**src/rtrs_pkg.sv**
```systemverilog
// Package for the trace rare-token scanner: descriptor and queue-entry types,
// stream bus widths and named codes shared by the front end, queue and back end.
// No dependencies.
package rtrs_pkg;

  // Request kinds on the input tuser bit.
  localparam logic REQ_TABLE = 1'b0;
  localparam logic REQ_DATA  = 1'b1;

  // Result kinds on the output tuser bit.
  localparam logic KIND_RECORD  = 1'b0;
  localparam logic KIND_SUMMARY = 1'b1;

  localparam int IN_TDATA_W  = 32;
  localparam int OUT_TDATA_W = 88;
  localparam int SKIP_W      = 4;
  localparam int TOKEN_W     = 64;
  localparam int WIN_W       = 56;
  localparam int REC_CNT_W   = 16;

  // Queue between front and back end.
  localparam int Q_DEPTH = 4;
  localparam int QPW     = 2;
  localparam int QCW     = 3;

  typedef struct packed {
    logic [3:0] len;
    logic       rare;
    logic       ext;
    logic [3:0] rtype;
  } desc_t;

  typedef struct packed {
    logic [7:0] data;
    logic       last;
    desc_t      desc;
  } scan_item_t;

  typedef struct packed {
    logic           empty;
    logic [QCW-1:0] level;
  } q_stat_t;

endpackage

```
**src/rtrs_front.sv**
```systemverilog
// Front end of the scanner: accepts input words, keeps the descriptor table
// memory and classifies each data byte by its descriptor. Depends on rtrs_pkg.
module rtrs_front (
  input  logic                              clk,
  input  logic                              rst_n,
  input  logic                              in_tvalid,
  output logic                              in_tready,
  input  logic [rtrs_pkg::IN_TDATA_W-1:0]   in_tdata,
  input  logic                              in_tuser,
  input  logic                              in_tlast,
  input  rtrs_pkg::q_stat_t                 qs,
  output logic                              push,
  output rtrs_pkg::scan_item_t              push_item
);
  import rtrs_pkg::*;

  desc_t         mem [256];
  desc_t         rd_desc_r;
  logic          s1_valid_r;
  logic [7:0]    s1_byte_r;
  logic          s1_last_r;
  logic [QCW-1:0] occ;
  logic          acc;
  desc_t         wr_desc;
  logic [7:0]    t_index;
  logic [7:0]    d_byte;

  // The word held in stage one still counts against the queue room.
  assign occ       = qs.level + QCW'(s1_valid_r);
  assign in_tready = occ < QCW'(Q_DEPTH);
  assign acc       = in_tvalid && in_tready;

  assign t_index       = in_tdata[7:0];
  assign wr_desc.len   = in_tdata[11:8];
  assign wr_desc.rare  = in_tdata[12];
  assign wr_desc.ext   = in_tdata[13];
  assign wr_desc.rtype = in_tdata[17:14];
  assign d_byte        = in_tdata[25:18];

  always_ff @(posedge clk) begin
    if (acc && in_tuser == REQ_TABLE) begin
      mem[t_index] <= wr_desc;
    end
    if (acc && in_tuser == REQ_DATA) begin
      rd_desc_r <= mem[d_byte];
      s1_byte_r <= d_byte;
      s1_last_r <= in_tlast;
    end
  end

  always_ff @(posedge clk) begin
    if (!rst_n) begin
      s1_valid_r <= 1'b0;
    end else begin
      s1_valid_r <= acc && in_tuser == REQ_DATA;
    end
  end

  assign push           = s1_valid_r;
  assign push_item.data = s1_byte_r;
  assign push_item.last = s1_last_r;
  assign push_item.desc = rd_desc_r;

endmodule

```
**src/rtrs_queue.sv**
```systemverilog
// Short queue of classified data bytes between front and back end.
// Depends on rtrs_pkg.
module rtrs_queue (
  input  logic                 clk,
  input  logic                 rst_n,
  input  logic                 push,
  input  rtrs_pkg::scan_item_t push_item,
  input  logic                 pop,
  output rtrs_pkg::scan_item_t head,
  output rtrs_pkg::q_stat_t    qs
);
  import rtrs_pkg::*;

  scan_item_t     ent_r [Q_DEPTH];
  logic [QPW-1:0] wr_ptr_r;
  logic [QPW-1:0] rd_ptr_r;
  logic [QCW-1:0] level_r;

  always_ff @(posedge clk) begin
    if (push) begin
      ent_r[wr_ptr_r] <= push_item;
    end
  end

  always_ff @(posedge clk) begin
    if (!rst_n) begin
      wr_ptr_r <= '0;
      rd_ptr_r <= '0;
      level_r  <= '0;
    end else begin
      if (push) begin
        wr_ptr_r <= wr_ptr_r + 1'b1;
      end
      if (pop) begin
        rd_ptr_r <= rd_ptr_r + 1'b1;
      end
      level_r <= level_r + QCW'(push) - QCW'(pop);
    end
  end

  assign head     = ent_r[rd_ptr_r];
  assign qs.empty = (level_r == '0);
  assign qs.level = level_r;

endmodule

```
**src/rtrs_back.sv**
```systemverilog
// Back end of the scanner: token skip state, capture window, record cap,
// flush sequencer and the output register. Depends on rtrs_pkg.
module rtrs_back #(
  parameter int CAPTURE_BYTES   = 8,
  parameter int TOKEN_LEN_LIMIT = 9,
  parameter int COUNT_WIDTH     = 16
) (
  input  logic                               clk,
  input  logic                               rst_n,
  input  logic                               cfg_valid,
  output logic                               cfg_ready,
  input  logic [15:0]                        cfg_data,
  input  rtrs_pkg::scan_item_t               head,
  input  rtrs_pkg::q_stat_t                  qs,
  output logic                               pop,
  output logic                               out_tvalid,
  input  logic                               out_tready,
  output logic [rtrs_pkg::OUT_TDATA_W-1:0]   out_tdata,
  output logic                               out_tuser,
  output logic                               out_tlast
);
  import rtrs_pkg::*;

  localparam int TW = 4 * CAPTURE_BYTES;
  localparam int LW = (COUNT_WIDTH > REC_CNT_W) ? COUNT_WIDTH : REC_CNT_W;
  localparam logic [SKIP_W-1:0] MAX_LEN = SKIP_W'(TOKEN_LEN_LIMIT);

  logic [15:0]              max_rec_r;
  logic [SKIP_W-1:0]        skip_r,  skip_nxt;
  logic                     ext_r,   ext_nxt;
  logic [WIN_W-1:0]         win_r,   win_nxt;
  logic [CAPTURE_BYTES-1:0] mask_r,  mask_nxt;
  logic [TW-1:0]            types_r, types_nxt;
  logic [COUNT_WIDTH-1:0]   cnt_r,   cnt_nxt;

  logic                     fbusy_r, fbusy_nxt;
  logic [CAPTURE_BYTES-1:0] fmask_r, fmask_nxt;
  logic [TW-1:0]            ftypes_r, ftypes_nxt;
  logic [TOKEN_W-1:0]       fwin_r,  fwin_nxt;
  logic [COUNT_WIDTH-1:0]   fcnt_r,  fcnt_nxt;

  logic                     ov_r, ov_nxt;
  logic                     okind_r, okind_nxt;
  logic [TOKEN_W-1:0]       obytes_r, obytes_nxt;
  logic [3:0]               otype_r, otype_nxt;
  logic [REC_CNT_W-1:0]     ocnt_r, ocnt_nxt;
  logic                     olast_r, olast_nxt;

  logic                     can_emit;
  logic [TOKEN_W-1:0]       full;
  logic [CAPTURE_BYTES-1:0] mask_n;
  logic [TW-1:0]            types_n;
  logic [COUNT_WIDTH-1:0]   cnt_n;
  logic [SKIP_W-1:0]        lenv;
  logic                     cap_ok;
  logic [TOKEN_W-1:0]       sel_bytes;
  logic [3:0]               sel_type;
  logic [CAPTURE_BYTES-1:0] sel_oh;
  logic [LW-1:0]            fcnt_w;

  assign cfg_ready = 1'b1;
  assign can_emit  = !ov_r || out_tready;
  assign pop       = !qs.empty && !fbusy_r && can_emit;
  assign full      = {head.data, win_r};
  assign fcnt_w    = LW'(fcnt_r);

  // Per-byte token scan on the word at the queue head.
  always_comb begin
    mask_n   = CAPTURE_BYTES'(mask_r << 1);
    types_n  = TW'(types_r << 4);
    cnt_n    = cnt_r;
    skip_nxt = skip_r;
    ext_nxt  = ext_r;
    lenv     = head.desc.len;
    if (lenv == '0) begin
      lenv = SKIP_W'(1);
    end
    if (lenv > MAX_LEN) begin
      lenv = MAX_LEN;
    end
    cap_ok = (LW'(cnt_r) < LW'(max_rec_r)) && (cnt_r != '1);
    if (skip_r != '0) begin
      skip_nxt = skip_r - 1'b1;
    end else if (ext_r && head.data[0]) begin
      skip_nxt = skip_r;
    end else begin
      if (head.desc.rare && cap_ok) begin
        cnt_n      = cnt_r + 1'b1;
        mask_n[0]  = 1'b1;
        types_n[3:0] = head.desc.rtype;
      end
      ext_nxt  = head.desc.ext;
      skip_nxt = lenv - 1'b1;
    end
  end

  // Oldest pending capture in the flush snapshot.
  always_comb begin
    sel_bytes = '0;
    sel_type  = '0;
    sel_oh    = '0;
    for (int i = 0; i < CAPTURE_BYTES; i++) begin
      if (fmask_r[i]) begin
        sel_bytes = fwin_r >> (8 * (7 - i));
        sel_type  = ftypes_r[4*i +: 4];
        sel_oh    = '0;
        sel_oh[i] = 1'b1;
      end
    end
  end

  always_comb begin
    win_nxt    = win_r;
    mask_nxt   = mask_r;
    types_nxt  = types_r;
    cnt_nxt    = cnt_r;
    fbusy_nxt  = fbusy_r;
    fmask_nxt  = fmask_r;
    ftypes_nxt = ftypes_r;
    fwin_nxt   = fwin_r;
    fcnt_nxt   = fcnt_r;
    ov_nxt     = ov_r && !out_tready;
    okind_nxt  = okind_r;
    obytes_nxt = obytes_r;
    otype_nxt  = otype_r;
    ocnt_nxt   = ocnt_r;
    olast_nxt  = olast_r;

    if (fbusy_r && can_emit) begin
      ov_nxt = 1'b1;
      if (fmask_r != '0) begin
        okind_nxt  = KIND_RECORD;
        obytes_nxt = sel_bytes;
        otype_nxt  = sel_type;
        ocnt_nxt   = '0;
        olast_nxt  = 1'b0;
        fmask_nxt  = fmask_r & ~sel_oh;
      end else begin
        okind_nxt  = KIND_SUMMARY;
        obytes_nxt = '0;
        otype_nxt  = '0;
        ocnt_nxt   = fcnt_w[REC_CNT_W-1:0];
        olast_nxt  = 1'b1;
        fbusy_nxt  = 1'b0;
      end
    end else if (pop) begin
      if (head.last) begin
        // Snapshot everything pending and start the stream afresh.
        fbusy_nxt  = 1'b1;
        fmask_nxt  = mask_n;
        ftypes_nxt = types_n;
        fwin_nxt   = full;
        fcnt_nxt   = cnt_n;
        win_nxt    = '0;
        mask_nxt   = '0;
        types_nxt  = '0;
        cnt_nxt    = '0;
      end else begin
        win_nxt   = full[TOKEN_W-1:8];
        mask_nxt  = mask_n;
        types_nxt = types_n;
        cnt_nxt   = cnt_n;
        if (mask_n[CAPTURE_BYTES-1]) begin
          ov_nxt     = 1'b1;
          okind_nxt  = KIND_RECORD;
          obytes_nxt = full >> (8 * (8 - CAPTURE_BYTES));
          otype_nxt  = types_n[4*(CAPTURE_BYTES-1) +: 4];
          ocnt_nxt   = '0;
          olast_nxt  = 1'b1;
        end
      end
    end
  end

  always_ff @(posedge clk) begin
    if (!rst_n) begin
      max_rec_r <= 16'hFFFF;
      skip_r    <= '0;
      ext_r     <= 1'b0;
      win_r     <= '0;
      mask_r    <= '0;
      types_r   <= '0;
      cnt_r     <= '0;
      fbusy_r   <= 1'b0;
      fmask_r   <= '0;
      ov_r      <= 1'b0;
    end else begin
      if (cfg_valid) begin
        max_rec_r <= cfg_data;
      end
      if (pop) begin
        skip_r <= head.last ? '0 : skip_nxt;
        ext_r  <= head.last ? 1'b0 : ext_nxt;
      end
      win_r   <= win_nxt;
      mask_r  <= mask_nxt;
      types_r <= types_nxt;
      cnt_r   <= cnt_nxt;
      fbusy_r <= fbusy_nxt;
      fmask_r <= fmask_nxt;
      ov_r    <= ov_nxt;
    end
  end

  always_ff @(posedge clk) begin
    ftypes_r <= ftypes_nxt;
    fwin_r   <= fwin_nxt;
    fcnt_r   <= fcnt_nxt;
    okind_r  <= okind_nxt;
    obytes_r <= obytes_nxt;
    otype_r  <= otype_nxt;
    ocnt_r   <= ocnt_nxt;
    olast_r  <= olast_nxt;
  end

  assign out_tvalid = ov_r;
  assign out_tuser  = okind_r;
  assign out_tlast  = olast_r;
  assign out_tdata  = {4'b0, ocnt_r, otype_r, obytes_r};

endmodule

```
**src/trace_rare_token_scanner_top.sv**
```systemverilog
// Top level of the trace rare-token scanner: front end, queue and back end.
// Depends on rtrs_pkg, rtrs_front, rtrs_queue and rtrs_back.
//
// Usage. The in_ stream carries two kinds of word, told apart by in_tuser:
// descriptor table writes (first-byte index, length, rare flag, extended flag
// and rare type) and trace stream bytes, whose in_tlast marks the final byte.
// The table must be written for every byte value that the stream will carry
// before that byte arrives. The out_ stream returns capture records (eight
// bytes from the token start, oldest byte lowest, with the rare type) and,
// after the final byte, one summary with the number of captures started;
// out_tlast marks the last result caused by an input word. The cfg_ channel
// writes the record cap and is always ready.
// Throughput is one word per cycle while in_tready is high. A record passes
// through the registered table read in the front end, the queue and the
// scan in the back end before it leaves the output register. At the final
// byte the back end snapshots its pending captures and emits one record for
// each of them and then the summary, during which the queue absorbs up to
// four further words. When the receiver stalls, the output register holds,
// the queue fills and in_tready falls. Reset clears the stream state and
// sets the cap to its maximum; the table is not cleared.
module trace_rare_token_scanner_top #(
  parameter int CAPTURE_BYTES   = 8,
  parameter int TOKEN_LEN_LIMIT = 9,
  parameter int COUNT_WIDTH     = 16
) (
  input  logic                              clk,
  input  logic                              rst_n,
  // tdata: table_index[7:0], table_length[11:8], table_rare[12],
  //        table_ext[13], table_rare_type[17:14], data_byte[25:18], zero pad
  input  logic [rtrs_pkg::IN_TDATA_W-1:0]   in_tdata,
  input  logic                              in_tuser,   // req_type
  input  logic                              in_tlast,   // last_byte
  input  logic                              in_tvalid,
  output logic                              in_tready,
  // tdata: token_bytes[63:0], token_type[67:64], record_count[83:68], zero pad
  output logic [rtrs_pkg::OUT_TDATA_W-1:0]  out_tdata,
  output logic                              out_tuser,  // result_kind
  output logic                              out_tlast,  // last_of_run
  output logic                              out_tvalid,
  input  logic                              out_tready,
  input  logic                              cfg_valid,
  output logic                              cfg_ready,
  input  logic [15:0]                       cfg_data    // max_records
);
  import rtrs_pkg::*;

  logic       push;
  logic       pop;
  scan_item_t push_item;
  scan_item_t head;
  q_stat_t    qs;

  rtrs_front u_front (
    .clk       (clk),
    .rst_n     (rst_n),
    .in_tvalid (in_tvalid),
    .in_tready (in_tready),
    .in_tdata  (in_tdata),
    .in_tuser  (in_tuser),
    .in_tlast  (in_tlast),
    .qs        (qs),
    .push      (push),
    .push_item (push_item)
  );

  rtrs_queue u_queue (
    .clk       (clk),
    .rst_n     (rst_n),
    .push      (push),
    .push_item (push_item),
    .pop       (pop),
    .head      (head),
    .qs        (qs)
  );

  rtrs_back #(
    .CAPTURE_BYTES   (CAPTURE_BYTES),
    .TOKEN_LEN_LIMIT (TOKEN_LEN_LIMIT),
    .COUNT_WIDTH     (COUNT_WIDTH)
  ) u_back (
    .clk        (clk),
    .rst_n      (rst_n),
    .cfg_valid  (cfg_valid),
    .cfg_ready  (cfg_ready),
    .cfg_data   (cfg_data),
    .head       (head),
    .qs         (qs),
    .pop        (pop),
    .out_tvalid (out_tvalid),
    .out_tready (out_tready),
    .out_tdata  (out_tdata),
    .out_tuser  (out_tuser),
    .out_tlast  (out_tlast)
  );

endmodule

```
**config.mk**
```make
export PLATFORM = sky130hd
export DESIGN_NAME = trace_rare_token_scanner_top
export DESIGN_NICKNAME = d
export VERILOG_FILES = /design/src/rtrs_pkg.sv /design/src/rtrs_front.sv /design/src/rtrs_queue.sv /design/src/rtrs_back.sv /design/src/trace_rare_token_scanner_top.sv
export SDC_FILE = /design/constraint.sdc
export NUM_CORES = 2
export LEC_CHECK = 0
export ABC_AREA = 1
export BUFFER_PORTS_ARGS = -buffer_cell sky130_fd_sc_hd__buf_2
export CORE_AREA = 2 2 453 500
export CTS_BUF_LIST = sky130_fd_sc_hd__clkbuf_8
export CTS_CLUSTER_SIZE = 20
export DETAILED_ROUTE_END_ITERATION = 7
export DIE_AREA = 0 0 455 502
export GPL_ROUTABILITY_DRIVEN = 0
export PLACE_DENSITY = 0.73
export SYNTH_ARGS = -nofsm -noshare
export SYNTH_HDL_FRONTEND = slang
export SYNTH_SLANG_ARGS = --single-unit
```
**constraint.sdc**
```tcl
create_clock -name clk -period 4.6 [get_ports clk]
set_input_delay 0.46 -clock clk [delete_from_list [all_inputs] [get_ports clk]]
set_output_delay 0.46 -clock clk [all_outputs]
set_load 0.02 [all_outputs]
```
After elaboration in Yosys (flattened, before gate mapping)
Memory sizes are Yosys's and may differ from the RTL's. A register that Yosys moved wholly into a read port is not among the register bits.
Cells that the tools add are included.
W data, S select, Z words.
{ "word_totals": {"ff_bits": 353, "latchBits": 0, "ramBits": 2636, "rom_bits": 0, "mem_count": 2} }
{ "mem_list": {"columns": ["name", "words", "word_bits", "read_ports", "rd_ports_with_merged_regs", "wr", "line", "rtl"], "rows": [
  ["u_front.mem", 256, 10, 1, 1, 1, "rtrs_front.sv:17", "desc_t mem [256];"],
  ["u_queue.ent_r", 4, 19, 1, 1, 1, "rtrs_queue.sv:14", "scan_item_t ent_r [Q_DEPTH];"]
]} }
{ "op_classes": {"addsub": 7, "multipliers": 0, "div": 0, "n_lt_le_gt_ge": 3, "eq_ne": 7, "shifts": 0, "muxes": 87, "n_bitwise": 4, "reduce_logical": 29} }
{ "ops": {"columns": ["cell", "count"], "rows": [
  ["$mux W64", 6],
  ["$mux W16", 10],
  ["$mux W56", 2],
  ["$mux W4", 22],
  ["$mux W48", 1],
  ["$mux W8", 6],
  ["$mux W40", 1],
  ["$mux W32", 1],
  ["$mux W1", 28],
  ["$mux W28", 1],
  ["$mux W24", 1],
  ["$add A16 B1 Y16 const B", 1],
  ["$lt A16 B16 Y1", 1],
  ["$ne A16 B16 Y1 const B", 1],
  ["$reduce_and A3 Y1", 5],
  ["$mux W7", 2],
  ["$logic_and A1 B1 Y1", 10],
  ["$and A8 B8 Y8", 1],
  ["$not A8 Y8", 1],
  ["$reduce_bool A8 Y1", 1],
  ["$sub A4 B1 Y4 const B", 2],
  ["$mux W2", 3],
  ["$mux W6", 1],
  ["$ne A2 B2 Y1 const B", 3],
  ["17 further kinds", 26]
]} }

Depth between registers and ports, before layout
{ "depth": {"ltp_word": 12, "ltp_mapped": 15, "ltp_nobuf": 15} }

By module
A second synthesis with hierarchy kept.
{ "unflattened": {"hier_cells": 10475, "area_unflattened_um2": 122414.9} }
{ "by_module_without_submodules": {"columns": ["module", "n_inst", "cells_per_inst", "area_each_um2", "seq_area_each_um2"], "rows": [
  ["rtrs_front", 1, 8636, 104022.3, 77464.3],
  ["rtrs_back", 1, 1564, 14784.2, 8708.4],
  ["rtrs_queue", 1, 275, 3608.5, 2462.4]
]} }

Least setup slack after synthesis
OpenSTA, ideal clock, no wires.
{ "synth_timing": {"path_type": "register to register", "from": "reg with a tool-made name", "to": "reg u_back.fmask_r[0]", "setup_time_ns": 0.303, "arrival_time_ns": 4.394, "path_slack_ns": -0.097, "stages_incl_launch_ff": 9, "period_less_slack_ns": 4.697, "cell_sequence": "dfxtp_1 > inv_2 > buf_4 > nand2_1 > nand3_1 > nand2_1 > nor2_1 > clkbuf_1 > a211oi_1"} }
{ "synth_rtl": {"columns": ["element", "line", "rtl"], "rows": [
  ["end signal, assigned", "rtrs_back.sv:200", "fmask_r <= fmask_nxt;"],
  ["end, declared", "rtrs_back.sv:37", "logic [CAPTURE_BYTES-1:0] fmask_r, fmask_nxt;"]
]} }

Worst setup path after layout
{ "layout_timing": {"from": "reg u_front.s1_valid_r (netlist: u_front.push)", "to": "mem u_front.mem[79][7] in the netlist's numbering (enable)"} }
{ "layout_via": {"elab_chain_cells": 6} }
{ "layout_rtl": {"columns": ["element", "line", "rtl"], "rows": [
  ["start, declared", "rtrs_front.sv:19", "logic s1_valid_r;"],
  ["start signal, assigned", "rtrs_front.sv:53", "s1_valid_r <= 1'b0;"],
  ["start signal, assigned", "rtrs_front.sv:55", "s1_valid_r <= acc && in_tuser == REQ_DATA;"],
  ["$add A3 B1 Y3", "rtrs_front.sv:29", "assign occ = qs.level + QCW'(s1_valid_r);"],
  ["$lt A3 B3 Y1", "rtrs_front.sv:30", "assign in_tready = occ < QCW'(Q_DEPTH);"],
  ["$logic_and A1 B1 Y1", "rtrs_front.sv:31", "assign acc = in_tvalid && in_tready;"],
  ["$logic_and A1 B1 Y1", "rtrs_front.sv:41", "if (acc && in_tuser == REQ_TABLE) begin"],
  ["$mux W1", "rtrs_front.sv:41", null],
  ["$mux W1 (implied by the code)", "rtrs_front.sv:42", "mem[t_index] <= wr_desc;"],
  ["end, declared", "rtrs_front.sv:17", null]
]} }
Every way passes these cells.

==> impl_metrics.yaml <==
critical_path:
  cp_num_cells: 9
  worst_path_most_repeated_cell: "ha_1"
  cpMaxStageDelayCell: "nor2_1"
  cp_cell_sequence: "ha_1, ha_1, xnor2_2, nand2_2, nor2_8, inv_4, nor2_2, nand2_1, nor2_1"
  crit_required_ns: 5.33
  crit_type: "register to register"
  startpoint_type: "register"
  slowest_delay_ns: 0.97
  r2r_cells: 9
  critPathTopFamily: "simple AND/OR/NAND/NOR gates"
  crit_buf_inv: 1
  worstPathMaxFanout: 16
  cp_data_arrival_time_ns: 4.67
  setup.worst_path.end_class: "register"
sta:
  fmax_mhz: 254
  finalSetupViolations: 0
  hold_viol: 0
  rsz0062_at_grt: "no"
  post-route-period-util_pct: 85.7
  setup_ws_ns: 0.656
  fin_crit_ns: 3.94
  worstMarginPinSlew_ns: 1.29
  finalMaxSlewViolations: 0
  final.setup.tns_ns: 0
  relSlewSlack_pct: 13.4
  skew_ns: 0.0776
  holdWs_ns: 0.120
global_route:
  antenna_found_initial: 13
  grt_pass1_wl_um: 488000
  busiest_layer: "met2"
  grt_usage_pct: 28.3
  grt-ovfl-total: 0
  met1_usage_pct: 37.6
  use_met3_pct: 4.99
  grt_pass1_vias: 80600
  grt_max_degree: 181
  use_met2_pct: 44.9
cts:
  cts_resized: 0
  tritoncts: "yes"
  post_cts_buffers: 0
  cts_max_level: 5
  cts_buffers: 456
  clk_pin_slew_worst_paths_ns: 0.06
  cts_buffer_depth: 4
  clock_sinks: 3001
  cts_root_buffer: "clkbuf_8"
  ctsHoldBuffers: 69
  insertion_delay_ns: 1.14
flow_run:
  cap_violations: 0
synth:
  synth_simple_gate_area_share_pct: 21.5
  ys_seq_area_share_pct: 72.5
  yosysTopAreaCell: "edfxtp_1"
  syn-mean-instance-area_um2: 11.7
  synth_compound_area_share_pct: 2.38
  synthXorXnorAreaFrac_pct: 0.0276
  yosysWarnings: 0
  synth.distinct_cells: 48
  synthAdderAreaFrac_pct: 0.256
  synth_top_cell_area_share_pct: 70.1
  ys_ff_latch: 3001
  synth_top_family_by_area: "simple AND/OR/NAND/NOR gates"
  syn_area_um2: 122000
  synthMuxAreaShare_pct: 0
  synth_cells: 10500
  synth.top_cells.by_area: "edfxtp_1 70%, nand3_1 11%, nand2_1 9.3%"
placement:
  dp_hpwl_um: 186000
  place_ws_ns: 0.819
  numPortBuffers: 136
min_path:
  whs_path_depth: 2
  hold_class: "input port to register"
floorplan:
  die_w_um: 455
  start_util_pct: 54.8
  rows: 182
  die_area_um2: 228000
  io_pins: 148
  core_area_um2: 223000
  fp.dieH_um: 502
detailed_routing:
  wl_per_cell_um: 23.5
  drt-vias-per-instance: 6.03
  vias: 84300
  drc: 0
  wl_um: 329000
  antenna_left: 0
  drt_iter0_markers: 12700
  drt_pass1_iterations: 8
cells_and_area:
  num-fill-cells: 16800
  final_common_cell: "nand2_1"
  synthToLayoutAreaGrowth_pct: 10.5
  final_cell_mix: "3009 x nand2_1, 2853 x edfxtp_1, 2590 x nand3_1"
  nets: 10800
  drive_gt1_share_pct: 9.72
power:
  max-vdd-ir-drop_v: 0.000416
  power_density_nw_per_um2: 427
  leakage_nw: 47.8
outcome:
  status: "finished clean"
==> synthesized netlist by cell type (all sizes together) <==
library cell	n
or2	1
a22oi	9
o21a	1
o221ai	45
o22ai	40
o21ai	180
nand2	3035
a31oi	4
clkinv	3
o2111ai	10
and2	19
xor2	2
ha	25
nand3	2591
edfxtp	2853
o31ai	4
o211ai	8
dfxtp	148
o21bai	1
a211oi	1
nor3b	1
buf	502
inv	153
nor2	368
nand4	18
nor3	6
a221oi	8
clkbuf	206
conb	2
nand3b	12
a32o	4
a21oi	190
xnor2	1
==> metrics by stage <==
stage                     instance area [um2]  power, mW  cells  utilization, %
after CTS                              135000       57.7  14000            60.6
after global routing                   135000       59.4  14000            60.6
final                                  135000       57.7  14000            60.6
after detailed placement               126000       37.7  13100            56.6
after global placement                 126000       37.6  13100            56.6
after floorplan                        122000       35.4  10500               -
==> cell families after synthesis <==
kind of cell,after synthesis
AO/OA/AOI/OAI,505
other,2
adder cells (fa/ha/maj),25
XOR/XNOR,3
AND/OR/NAND/NOR,6051
flip-flops,3001
buffers and inverters,864
==> cell type report <==
type / instances / area, um2 / area share, %
Clock buffer: 472 / 6500 / 4.81
Tap cell: 2944 / 3680 / 2.73
Clock inverter: 317 / 1710 / 1.27
Multi-Input combinational cell: 6589 / 29600 / 21.9
Sequential cell: 3001 / 88600 / 65.6
Antenna cell: 7 / 17.5 / 0.0130
Timing Repair Buffer: 506 / 4330 / 3.21
Inverter: 156 / 628 / 0.465
==> state kept, by name, summed over array words and instances, names as in the netlist, 28 cells and up, named ones only <==
signal           cells
u_back.win_r        56
u_queue.ent_r       76
u_front.mem       2560
u_back.types_r      28
u_back.ftypes_r     32
u_back.obytes_r     64
u_back.fwin_r       64
==> final timing paths <==
path              slack, ns             from                 end
setup reg to reg       0.66     u_front.push  u_front.mem[79][7]
hold / removal         0.12         in_tlast   u_front.s1_last_r
setup / recovery       0.66     u_front.push  u_front.mem[79][7]
hold reg to reg        0.43  u_back.win_r[6]    u_back.fwin_r[6]
==> where the power goes <==
part	leakage (nW)	switching, mW	internal, mW
Sequential	26.9	0.448	30.9
Clock	4.68	10.1	10.2
Combinational	16.2	4.65	1.37
Total	47.8	15.2	42.5
==> layer usage <==
metal / vias up / routed length (um)
met2: 5201 / 155000
li1: 37700 / -
met3: 909 / 34400
met4: 8 / 17200
met1: 40500 / 123000
met5: - / 55
Note: power is estimated with default switching activity, not from simulation.
